<file path="src/design/sha_pkg.sv">
package sha_pkg;

   typedef enum logic [2:0] {
      ST_IDLE,
      ST_LOAD,
      ST_ROUND,
      ST_FOLD,
      ST_EMIT
   } state_type;

   typedef struct packed {
      logic clear_block;
      logic write_byte;
      logic [5:0] byte_addr;
      logic [7:0] byte_value;
      logic start_block;
      logic round_step;
      logic fold;
      logic reload;
      logic count_bits;
   } cmd_type;

   typedef struct packed {
      logic [5:0] fill;
      logic [63:0] bit_count;
   } status_type;

   localparam logic OP_ABSORB = 1'b0;
   localparam logic OP_FINISH = 1'b1;
   localparam logic [7:0] PAD_MARK = 8'h80;
   localparam logic [5:0] LEN_POS = 6'd56;

   localparam logic [31:0] INIT_HASH [8] = '{
      32'h6a09e667, 32'hbb67ae85, 32'h3c6ef372, 32'ha54ff53a,
      32'h510e527f, 32'h9b05688c, 32'h1f83d9ab, 32'h5be0cd19
   };

   localparam logic [31:0] ROUND_K [64] = '{
      32'h428a2f98, 32'h71374491, 32'hb5c0fbcf, 32'he9b5dba5,
      32'h3956c25b, 32'h59f111f1, 32'h923f82a4, 32'hab1c5ed5,
      32'hd807aa98, 32'h12835b01, 32'h243185be, 32'h550c7dc3,
      32'h72be5d74, 32'h80deb1fe, 32'h9bdc06a7, 32'hc19bf174,
      32'he49b69c1, 32'hefbe4786, 32'h0fc19dc6, 32'h240ca1cc,
      32'h2de92c6f, 32'h4a7484aa, 32'h5cb0a9dc, 32'h76f988da,
      32'h983e5152, 32'ha831c66d, 32'hb00327c8, 32'hbf597fc7,
      32'hc6e00bf3, 32'hd5a79147, 32'h06ca6351, 32'h14292967,
      32'h27b70a85, 32'h2e1b2138, 32'h4d2c6dfc, 32'h53380d13,
      32'h650a7354, 32'h766a0abb, 32'h81c2c92e, 32'h92722c85,
      32'ha2bfe8a1, 32'ha81a664b, 32'hc24b8b70, 32'hc76c51a3,
      32'hd192e819, 32'hd6990624, 32'hf40e3585, 32'h106aa070,
      32'h19a4c116, 32'h1e376c08, 32'h2748774c, 32'h34b0bcb5,
      32'h391c0cb3, 32'h4ed8aa4a, 32'h5b9cca4f, 32'h682e6ff3,
      32'h748f82ee, 32'h78a5636f, 32'h84c87814, 32'h8cc70208,
      32'h90befffa, 32'ha4506ceb, 32'hbef9a3f7, 32'hc67178f2
   };

   function automatic logic [31:0] rotr(input logic [31:0] x, input int unsigned n);
      rotr = (x >> n) | (x << (32 - n));
   endfunction

endpackage

</file>
<file path="src/design/sha_if.sv">
interface sha_req_if;
   logic valid;
   logic ready;
   logic operation;
   logic [7:0] data_byte;
   modport source (output valid, operation, data_byte, input ready);
   modport sink (input valid, operation, data_byte, output ready);
endinterface

interface sha_rsp_if;
   logic valid;
   logic ready;
   logic [31:0] digest_word;
   logic [2:0] word_index;
   logic final_word;
   modport source (output valid, digest_word, word_index, final_word, input ready);
   modport sink (input valid, digest_word, word_index, final_word, output ready);
endinterface

</file>
<file path="src/design/sha256_stream_hasher.sv">
// Absorb beat: each byte is taken while idle; every 64th byte also starts a compression
// on the one-round-per-cycle compressor, which holds off input and so sets the byte rate.
// Finish beat: up to 55 zero-fill and 8 length bytes, one or two compressions (start,
// 64 rounds, fold), then eight result beats, one per cycle when the sink is ready.
// Synchronous active-high reset loads the initial hash and clears the bit count.
module sha256_stream_hasher (
   input logic clock,
   input logic reset,
   sha_req_if.sink req,
   sha_rsp_if.source rsp
);
   sha_pkg::cmd_type cmd;
   sha_pkg::status_type status;
   logic [5:0] round_idx;
   logic [2:0] out_idx;
   logic [31:0] out_word;

   // sequencer: owns handshakes, padding steps and round counter
   sha_control u_ctrl (
      .clock, .reset, .req, .rsp, .status, .out_word, .cmd, .round_idx, .out_idx
   );

   // datapath: buffer/schedule window, working vars, hash words, bit counter
   sha_datapath u_dp (
      .clock, .reset, .cmd, .round_idx, .out_idx, .status, .out_word
   );
endmodule

</file>
<file path="src/design/sha_datapath.sv">
module sha_datapath (
   input logic clock,
   input logic reset,
   input sha_pkg::cmd_type cmd,
   input logic [5:0] round_idx,
   input logic [2:0] out_idx,
   output sha_pkg::status_type status,
   output logic [31:0] out_word
);
   // block buffer as 16 words, written bytewise; clear supports padding zeros
   logic [31:0] w_ff [16];
   logic [31:0] w_in [16];
   logic [31:0] h_ff [8];
   logic [31:0] h_in [8];
   logic [31:0] v_ff [8];
   logic [31:0] v_in [8];
   logic [63:0] cnt_ff;
   logic [63:0] cnt_in;

   logic [31:0] wt, s0, s1, wnew, big0, big1, ch, maj, t1, t2;

   assign wt = w_ff[0];
   assign s0 = sha_pkg::rotr(w_ff[1], 7) ^ sha_pkg::rotr(w_ff[1], 18) ^ (w_ff[1] >> 3);
   assign s1 = sha_pkg::rotr(w_ff[14], 17) ^ sha_pkg::rotr(w_ff[14], 19)
               ^ (w_ff[14] >> 10);
   assign wnew = s1 + w_ff[9] + s0 + w_ff[0];
   assign big1 = sha_pkg::rotr(v_ff[4], 6) ^ sha_pkg::rotr(v_ff[4], 11)
                 ^ sha_pkg::rotr(v_ff[4], 25);
   assign ch = (v_ff[4] & v_ff[5]) ^ (~v_ff[4] & v_ff[6]);
   assign t1 = v_ff[7] + big1 + ch + sha_pkg::ROUND_K[round_idx] + wt;
   assign big0 = sha_pkg::rotr(v_ff[0], 2) ^ sha_pkg::rotr(v_ff[0], 13)
                 ^ sha_pkg::rotr(v_ff[0], 22);
   assign maj = (v_ff[0] & v_ff[1]) ^ (v_ff[0] & v_ff[2]) ^ (v_ff[1] & v_ff[2]);
   assign t2 = big0 + maj;

   always_comb begin
      w_in = w_ff;
      v_in = v_ff;
      h_in = h_ff;
      cnt_in = cnt_ff;
      if (cmd.clear_block) begin
         for (int i = 0; i < 16; i++) w_in[i] = '0;
      end
      if (cmd.write_byte) begin
         w_in[cmd.byte_addr[5:2]][8*(3-cmd.byte_addr[1:0]) +: 8] = cmd.byte_value;
      end
      if (cmd.count_bits) cnt_in = cnt_ff + 64'd8;
      if (cmd.start_block) v_in = h_ff;
      if (cmd.round_step) begin
         // schedule window slides by one word each round
         for (int i = 0; i < 15; i++) w_in[i] = w_ff[i+1];
         w_in[15] = wnew;
         v_in[7] = v_ff[6];
         v_in[6] = v_ff[5];
         v_in[5] = v_ff[4];
         v_in[4] = v_ff[3] + t1;
         v_in[3] = v_ff[2];
         v_in[2] = v_ff[1];
         v_in[1] = v_ff[0];
         v_in[0] = t1 + t2;
      end
      if (cmd.fold) begin
         for (int i = 0; i < 8; i++) h_in[i] = h_ff[i] + v_ff[i];
      end
      if (cmd.reload) begin
         h_in = sha_pkg::INIT_HASH;
         cnt_in = '0;
      end
   end

   always_ff @(posedge clock) begin
      w_ff <= w_in;
      v_ff <= v_in;
      if (reset) begin
         h_ff <= sha_pkg::INIT_HASH;
         cnt_ff <= '0;
      end else begin
         h_ff <= h_in;
         cnt_ff <= cnt_in;
      end
   end

   assign status.fill = cnt_ff[8:3];
   assign status.bit_count = cnt_ff;
   assign out_word = h_ff[out_idx];
endmodule

</file>
<file path="src/design/sha_control.sv">
module sha_control (
   input logic clock,
   input logic reset,
   sha_req_if.sink req,
   sha_rsp_if.source rsp,
   input sha_pkg::status_type status,
   input logic [31:0] out_word,
   output sha_pkg::cmd_type cmd,
   output logic [5:0] round_idx,
   output logic [2:0] out_idx
);
   sha_pkg::state_type state_ff, state_in;
   logic [5:0] rnd_ff, rnd_in;
   logic [3:0] pos_ff, pos_in;       // length bytes written / emit index
   logic [6:0] tail_ff, tail_in;     // next padding byte to zero
   logic fin_ff, fin_in;             // current compression is final
   logic spill_ff, spill_in;         // a second block follows
   logic rv_ff, rv_in;
   logic [31:0] rw_ff, rw_in;
   logic [2:0] ri_ff, ri_in;

   assign round_idx = rnd_ff;
   assign out_idx = pos_ff[2:0];
   assign req.ready = (state_ff == sha_pkg::ST_IDLE);
   assign rsp.valid = rv_ff;
   assign rsp.digest_word = rw_ff;
   assign rsp.word_index = ri_ff;
   assign rsp.final_word = (ri_ff == 3'd7);

   always_ff @(posedge clock) begin
      rw_ff <= rw_in;
      ri_ff <= ri_in;
      if (reset) begin
         state_ff <= sha_pkg::ST_IDLE;
         rnd_ff <= '0;
         pos_ff <= '0;
         tail_ff <= '0;
         fin_ff <= 1'b0;
         spill_ff <= 1'b0;
         rv_ff <= 1'b0;
      end else begin
         state_ff <= state_in;
         rnd_ff <= rnd_in;
         pos_ff <= pos_in;
         tail_ff <= tail_in;
         fin_ff <= fin_in;
         spill_ff <= spill_in;
         rv_ff <= rv_in;
      end
   end

   always_comb begin
      state_in = state_ff;
      rnd_in = rnd_ff;
      pos_in = pos_ff;
      tail_in = tail_ff;
      fin_in = fin_ff;
      spill_in = spill_ff;
      rv_in = rv_ff;
      rw_in = rw_ff;
      ri_in = ri_ff;
      cmd = '0;
      if (rsp.ready) rv_in = 1'b0;
      case (state_ff)
         sha_pkg::ST_IDLE: begin
            if (req.valid) begin
               cmd.write_byte = 1'b1;
               cmd.byte_addr = status.fill;
               if (req.operation == sha_pkg::OP_ABSORB) begin
                  cmd.byte_value = req.data_byte;
                  cmd.count_bits = 1'b1;
                  if (status.fill == 6'd63) begin
                     fin_in = 1'b0;
                     spill_in = 1'b0;
                     cmd.start_block = 1'b1;
                     rnd_in = '0;
                     state_in = sha_pkg::ST_ROUND;
                  end
               end else begin
                  cmd.byte_value = sha_pkg::PAD_MARK;
                  fin_in = 1'b1;
                  spill_in = (status.fill >= sha_pkg::LEN_POS);
                  tail_in = {1'b0, status.fill} + 7'd1;
                  pos_in = '0;
                  state_in = sha_pkg::ST_LOAD;
               end
            end
         end
         sha_pkg::ST_LOAD: begin
            // zero the tail one byte a cycle, then the length bytes; a spilling block is compressed first
            if (spill_ff) begin
               if (tail_ff < 7'd64) begin
                  cmd.write_byte = 1'b1;
                  cmd.byte_addr = tail_ff[5:0];
                  cmd.byte_value = '0;
                  tail_in = tail_ff + 7'd1;
               end else begin
                  cmd.start_block = 1'b1;
                  rnd_in = '0;
                  state_in = sha_pkg::ST_ROUND;
               end
            end else if (tail_ff < {1'b0, sha_pkg::LEN_POS}) begin
               cmd.write_byte = 1'b1;
               cmd.byte_addr = tail_ff[5:0];
               cmd.byte_value = '0;
               tail_in = tail_ff + 7'd1;
            end else if (pos_ff != 4'd8) begin
               // bit count, most significant byte first
               cmd.write_byte = 1'b1;
               cmd.byte_addr = sha_pkg::LEN_POS + {3'd0, pos_ff[2:0]};
               cmd.byte_value = status.bit_count[8*(7-pos_ff[2:0]) +: 8];
               pos_in = pos_ff + 4'd1;
            end else begin
               cmd.start_block = 1'b1;
               rnd_in = '0;
               state_in = sha_pkg::ST_ROUND;
            end
         end
         sha_pkg::ST_ROUND: begin
            cmd.round_step = 1'b1;
            rnd_in = rnd_ff + 6'd1;
            if (rnd_ff == 6'd63) state_in = sha_pkg::ST_FOLD;
         end
         sha_pkg::ST_FOLD: begin
            cmd.fold = 1'b1;
            pos_in = '0;
            if (!fin_ff) state_in = sha_pkg::ST_IDLE;
            else if (spill_ff) begin
               // cleared block needs only the length bytes
               cmd.clear_block = 1'b1;
               spill_in = 1'b0;
               tail_in = {1'b0, sha_pkg::LEN_POS};
               state_in = sha_pkg::ST_LOAD;
            end else state_in = sha_pkg::ST_EMIT;
         end
         sha_pkg::ST_EMIT: begin
            if (!rv_ff || rsp.ready) begin
               rv_in = 1'b1;
               rw_in = out_word;
               ri_in = pos_ff[2:0];
               pos_in = pos_ff + 4'd1;
               if (pos_ff == 4'd7) begin
                  cmd.reload = 1'b1;
                  pos_in = '0;
                  state_in = sha_pkg::ST_IDLE;
               end
            end
         end
         default: state_in = sha_pkg::ST_IDLE;
      endcase
   end
endmodule

</file>
<file path="src/flat_wrapper.sv">
// flat-port wrapper written by rule: the top's interface ports become plain ports
module sha256_stream_hasher_flat 
  (clock, reset, req_valid, req_operation, req_data_byte, req_ready, rsp_valid, rsp_digest_word, rsp_word_index, rsp_final_word, rsp_ready);
  sha_req_if req_i ();
  sha_rsp_if rsp_i ();
  input logic clock;
  input logic reset;
  input wire logic [$bits(req_i.valid)-1:0] req_valid;
  input wire logic [$bits(req_i.operation)-1:0] req_operation;
  input wire logic [$bits(req_i.data_byte)-1:0] req_data_byte;
  output wire logic [$bits(req_i.ready)-1:0] req_ready;
  output wire logic [$bits(rsp_i.valid)-1:0] rsp_valid;
  output wire logic [$bits(rsp_i.digest_word)-1:0] rsp_digest_word;
  output wire logic [$bits(rsp_i.word_index)-1:0] rsp_word_index;
  output wire logic [$bits(rsp_i.final_word)-1:0] rsp_final_word;
  input wire logic [$bits(rsp_i.ready)-1:0] rsp_ready;
  assign req_i.valid = req_valid;
  assign req_i.operation = req_operation;
  assign req_i.data_byte = req_data_byte;
  assign req_ready = req_i.ready;
  assign rsp_valid = rsp_i.valid;
  assign rsp_digest_word = rsp_i.digest_word;
  assign rsp_word_index = rsp_i.word_index;
  assign rsp_final_word = rsp_i.final_word;
  assign rsp_i.ready = rsp_ready;
  sha256_stream_hasher u_core (.clock(clock), .reset(reset), .req(req_i), .rsp(rsp_i));
endmodule
</file>
<file path="config.mk">
export PLATFORM = sky130hd
export DESIGN_NAME = sha256_stream_hasher_flat
export DESIGN_NICKNAME = d
export VERILOG_FILES = /design/src/design/sha_pkg.sv /design/src/design/sha_if.sv /design/src/design/sha256_stream_hasher.sv /design/src/design/sha_datapath.sv /design/src/design/sha_control.sv /design/src/flat_wrapper.sv
export SDC_FILE = /design/constraint.sdc
export NUM_CORES = 2
export LEC_CHECK = 0
export BUFFER_PORTS_ARGS = -buffer_cell sky130_fd_sc_hd__buf_4
export CORE_MARGIN = 4
export CORE_UTILIZATION = 40
export CTS_CLUSTER_DIAMETER = 50
export DETAILED_ROUTE_END_ITERATION = 12
export PLACE_DENSITY = 0.55
export SYNTH_ARGS = -nofsm -noshare
export SYNTH_HDL_FRONTEND = slang
export SYNTH_SLANG_ARGS = --single-unit
</file>
<file path="constraint.sdc">
create_clock -name clock -period 10.7 [get_ports clock]
set_input_delay 1.07 -clock clock [delete_from_list [all_inputs] [get_ports clock]]
set_output_delay 1.07 -clock clock [all_outputs]
set_load 0.1 [all_outputs]
</file>
==> reports/results.ini <==
[global_routing]
grt_use_total_pct=27.6
grt_pass1_vias=62500
grt_max_degree=252
grt_pass1_wl_um=417000
antenna_found_initial=9
overflow=0

[critical_path]
cp_slowest_cell=dfxtp_4
cp_data_arrival_time_ns=9.73
r2r_cells=31
crit_start=u_core.u_ctrl.round_idx[3]
crit_type=reg2reg
r2r-end=u_core.u_dp.v_ff[255]
crit_fanout=71
ff2ff_setup_slack_ns=1.63
cp_common_cell=buf_4
cp-endpoint=u_core.u_dp.v_ff[255]
required_ns=11.36
critPathMaxStageDelay_ns=0.88
start_kind=flop
crit-reg2reg-launch=u_core.u_ctrl.round_idx[3]
critPathCaptureType=flop

[logic_synthesis]
yosys-top-cells-count=1,583 x nand2_1, 885 x nor2_1, 852 x dfxtp_1, 707 x o21ai_0, 573 x clkbuf_1
ys_ff_latch=1143
synth_cells=9229
async_flop_share_pct=0
syn-cell-area_sq_um=76300
ys_top_cells_by_area=dfxtp_1 22%, edfxtp_1 11%, nand2_1 7.8%, ha_1 6.7%, fa_1 5.1%
synthFlopType=dfxtp_1
ys_seq_area_share_pct=33.8
yosys.area.top_type_share_pct=22.4
synth.largest_area_cell=dfxtp_1
yosysMostFrequentCell=nand2_1
synth_edf_count=291
avgSynthCellArea_sq_um=8.27
syn_nets=9846
synth_cell_types=99
ys_warn_count=0

[place]
gp_congestion=0.977
io_buffer_count=50
hpwl_um=205000
dp_cells=11200

[timing]
finalCritPeriodShare_pct=84.8
rsz0062_at_grt=no
setup_viol=0
finalCriticalPeriod_ns=9.07
tns_ns=0
maxSlewHeadroom_pct=9.64
maxSlewViolCount=0
fin_skew_ns=0.0496
finalHoldViolations=0
fmax_mhz=110
tightest_slew_ns=1.35

[floorplan]
num_rows=160
start_util_pct=40.2
dieArea_sq_um=198000
die_w_um=445
core-area_sq_um=190000
io_pins=51
die_h_um=445

[cts]
numCtsBuffers=162
cts_tree=yes
cts_sinks=1143
cts.htree.levels=4
root_buffer=clkbuf_16
clkTransAtPathRegs_ns=0.06
cts.path.max_buffers=3
ctsResizeCount=0
cts_hold_buffers=0
clock_latency_ns=0.84
post_cts_buffers=0

[routing]
drt-initial-drc-count=7298
wl_um=282000
vias=67600
ant_nets=0
first_pass_iters=6
vias_per_cell=5.85
post_drt_wl_per_cell_um=24.4
drc=0

[layout]
syn_to_final_growth_pct=10.0
nets=9513
final_cells=11600
fin_util_pct=44.2
drive_above_1_share_pct=6.94

[status]
status=finished, final reports clean

[hold_path]
min_path_type=reg2reg

[run]
max_cap_violations=0

worst min-delay path by stage:
stage | endpoint | from | cells after the start | slack, ns
floorplan | u_core.u_ctrl.rsp.word_index[2] | u_core.u_ctrl.pos_ff[2] | 0 | 0.42
global placement | u_core.u_dp.w_ff[53] | u_core.u_dp.w_ff[21] | 2 | 0.43
detailed placement | u_core.u_dp.w_ff[388] | u_core.u_dp.w_ff[356] | 2 | 0.44
CTS | u_core.u_dp.w_ff[111] | u_core.u_dp.w_ff[79] | 2 | 0.45
global route | u_core.u_dp.w_ff[388] | u_core.u_dp.w_ff[356] | 2 | 0.47
finish | u_core.u_dp.w_ff[322] | u_core.u_dp.w_ff[290] | 2 | 0.45
per-stage QoR:
| stage | hold WS [ns] | setup WS (ns) | area, sq um |
|---|---|---|---|
| 2_1_floorplan | 0.421 | 2.49 | 76300 |
| 3_3_place_gp | 0.431 | 1.77 | 78200 |
| 3_5_place_dp | 0.440 | 1.81 | 78200 |
| 4_1_cts | 0.446 | 1.77 | 83900 |
| 5_1_grt | 0.474 | 1.08 | 83900 |
| 6_report | 0.449 | 1.63 | 83900 |
area by class of cell:
type	count	area [sq um]
fill	18600	106000
antenna	6	15.0
clock buffer	221	4550
sequential	1143	25800
inverter	475	1790
clock inverter	83	1150
timing repair buffer	133	1070
multi-input combinational	6981	46400
tap	2511	3140
state kept, by name, indices dropped and copies added (netlist names):
name	cells
u_core.u_dp.v_ff	256
u_core.u_ctrl.rsp.digest_word	32
u_core.u_ctrl.fin_ff	1
u_core.u_ctrl.spill_ff	1
u_core.u_dp.h_ff	256
u_core.u_ctrl.state_ff	3
u_core.u_ctrl.tail_ff	7
u_core.u_ctrl.pos_ff	4
u_core.u_ctrl.rsp.valid	1
u_core.u_dp.cnt_ff	61
u_core.u_ctrl.rsp.word_index	3
u_core.u_dp.w_ff	480
u_core.u_dp.wt	32
u_core.u_ctrl.round_idx	6
layout by cell type, fill, tap and decap left out, types with 61 or more instances in the layout:
master / n
a21o_1: 204
a21oi_1: 523
a221o_1: 138
a311oi_1: 61
a31oi_1: 368
and3_1: 70
buf_4: 127
clkbuf_16: 165
dfxtp_1: 845
edfxtp_1: 291
fa_1: 195
ha_1: 409
inv_1: 472
mux4_2: 89
nand2_1: 1583
nand2b_1: 64
nand3_1: 140
nor2_1: 882
nor3_1: 92
o211ai_1: 104
o21ai_0: 703
xnor2_1: 347
xor2_1: 236
worst max-delay path, delay by kind of cell, from the launching register on:
kind,cells,cell delay (ns)
AOI/OAI and AO/OA,15,3.70
xor gates and xnor gates,2,0.37
adders and majority gates,4,1.60
buffers and inverters,5,1.11
DFF,1,0.88
muxes,1,0.52
and+or+nand+nor,4,0.69
metal layers:
metal	global-route usage, %	share of wire [%]	vias to the layer above
met5	0	0.0081	-
met4	10.3	3.8	4
met3	4.76	7.8	431
met2	39.8	42	2559
met1	41.1	47	32800
li1	-	-	31700
cells by family (layout without fill, tap and decap cells):
group / after synthesis / after routing / share of synthesized area (%)
buf+inv: 1105 / 912 / 5.47
other cells: 0 / 6 / 0
xor+xnor: 584 / 584 / 6.72
fa+ha+maj: 626 / 626 / 12.1
compound gates: 2500 / 2500 / 20.9
mux: 183 / 183 / 3.96
flops: 1143 / 1143 / 33.8
simple gates: 3088 / 3088 / 17.1
Power is left out: the tool's default activity adds up to more than one toggle a clock period on the data nets, which glitch-free logic cannot reach.
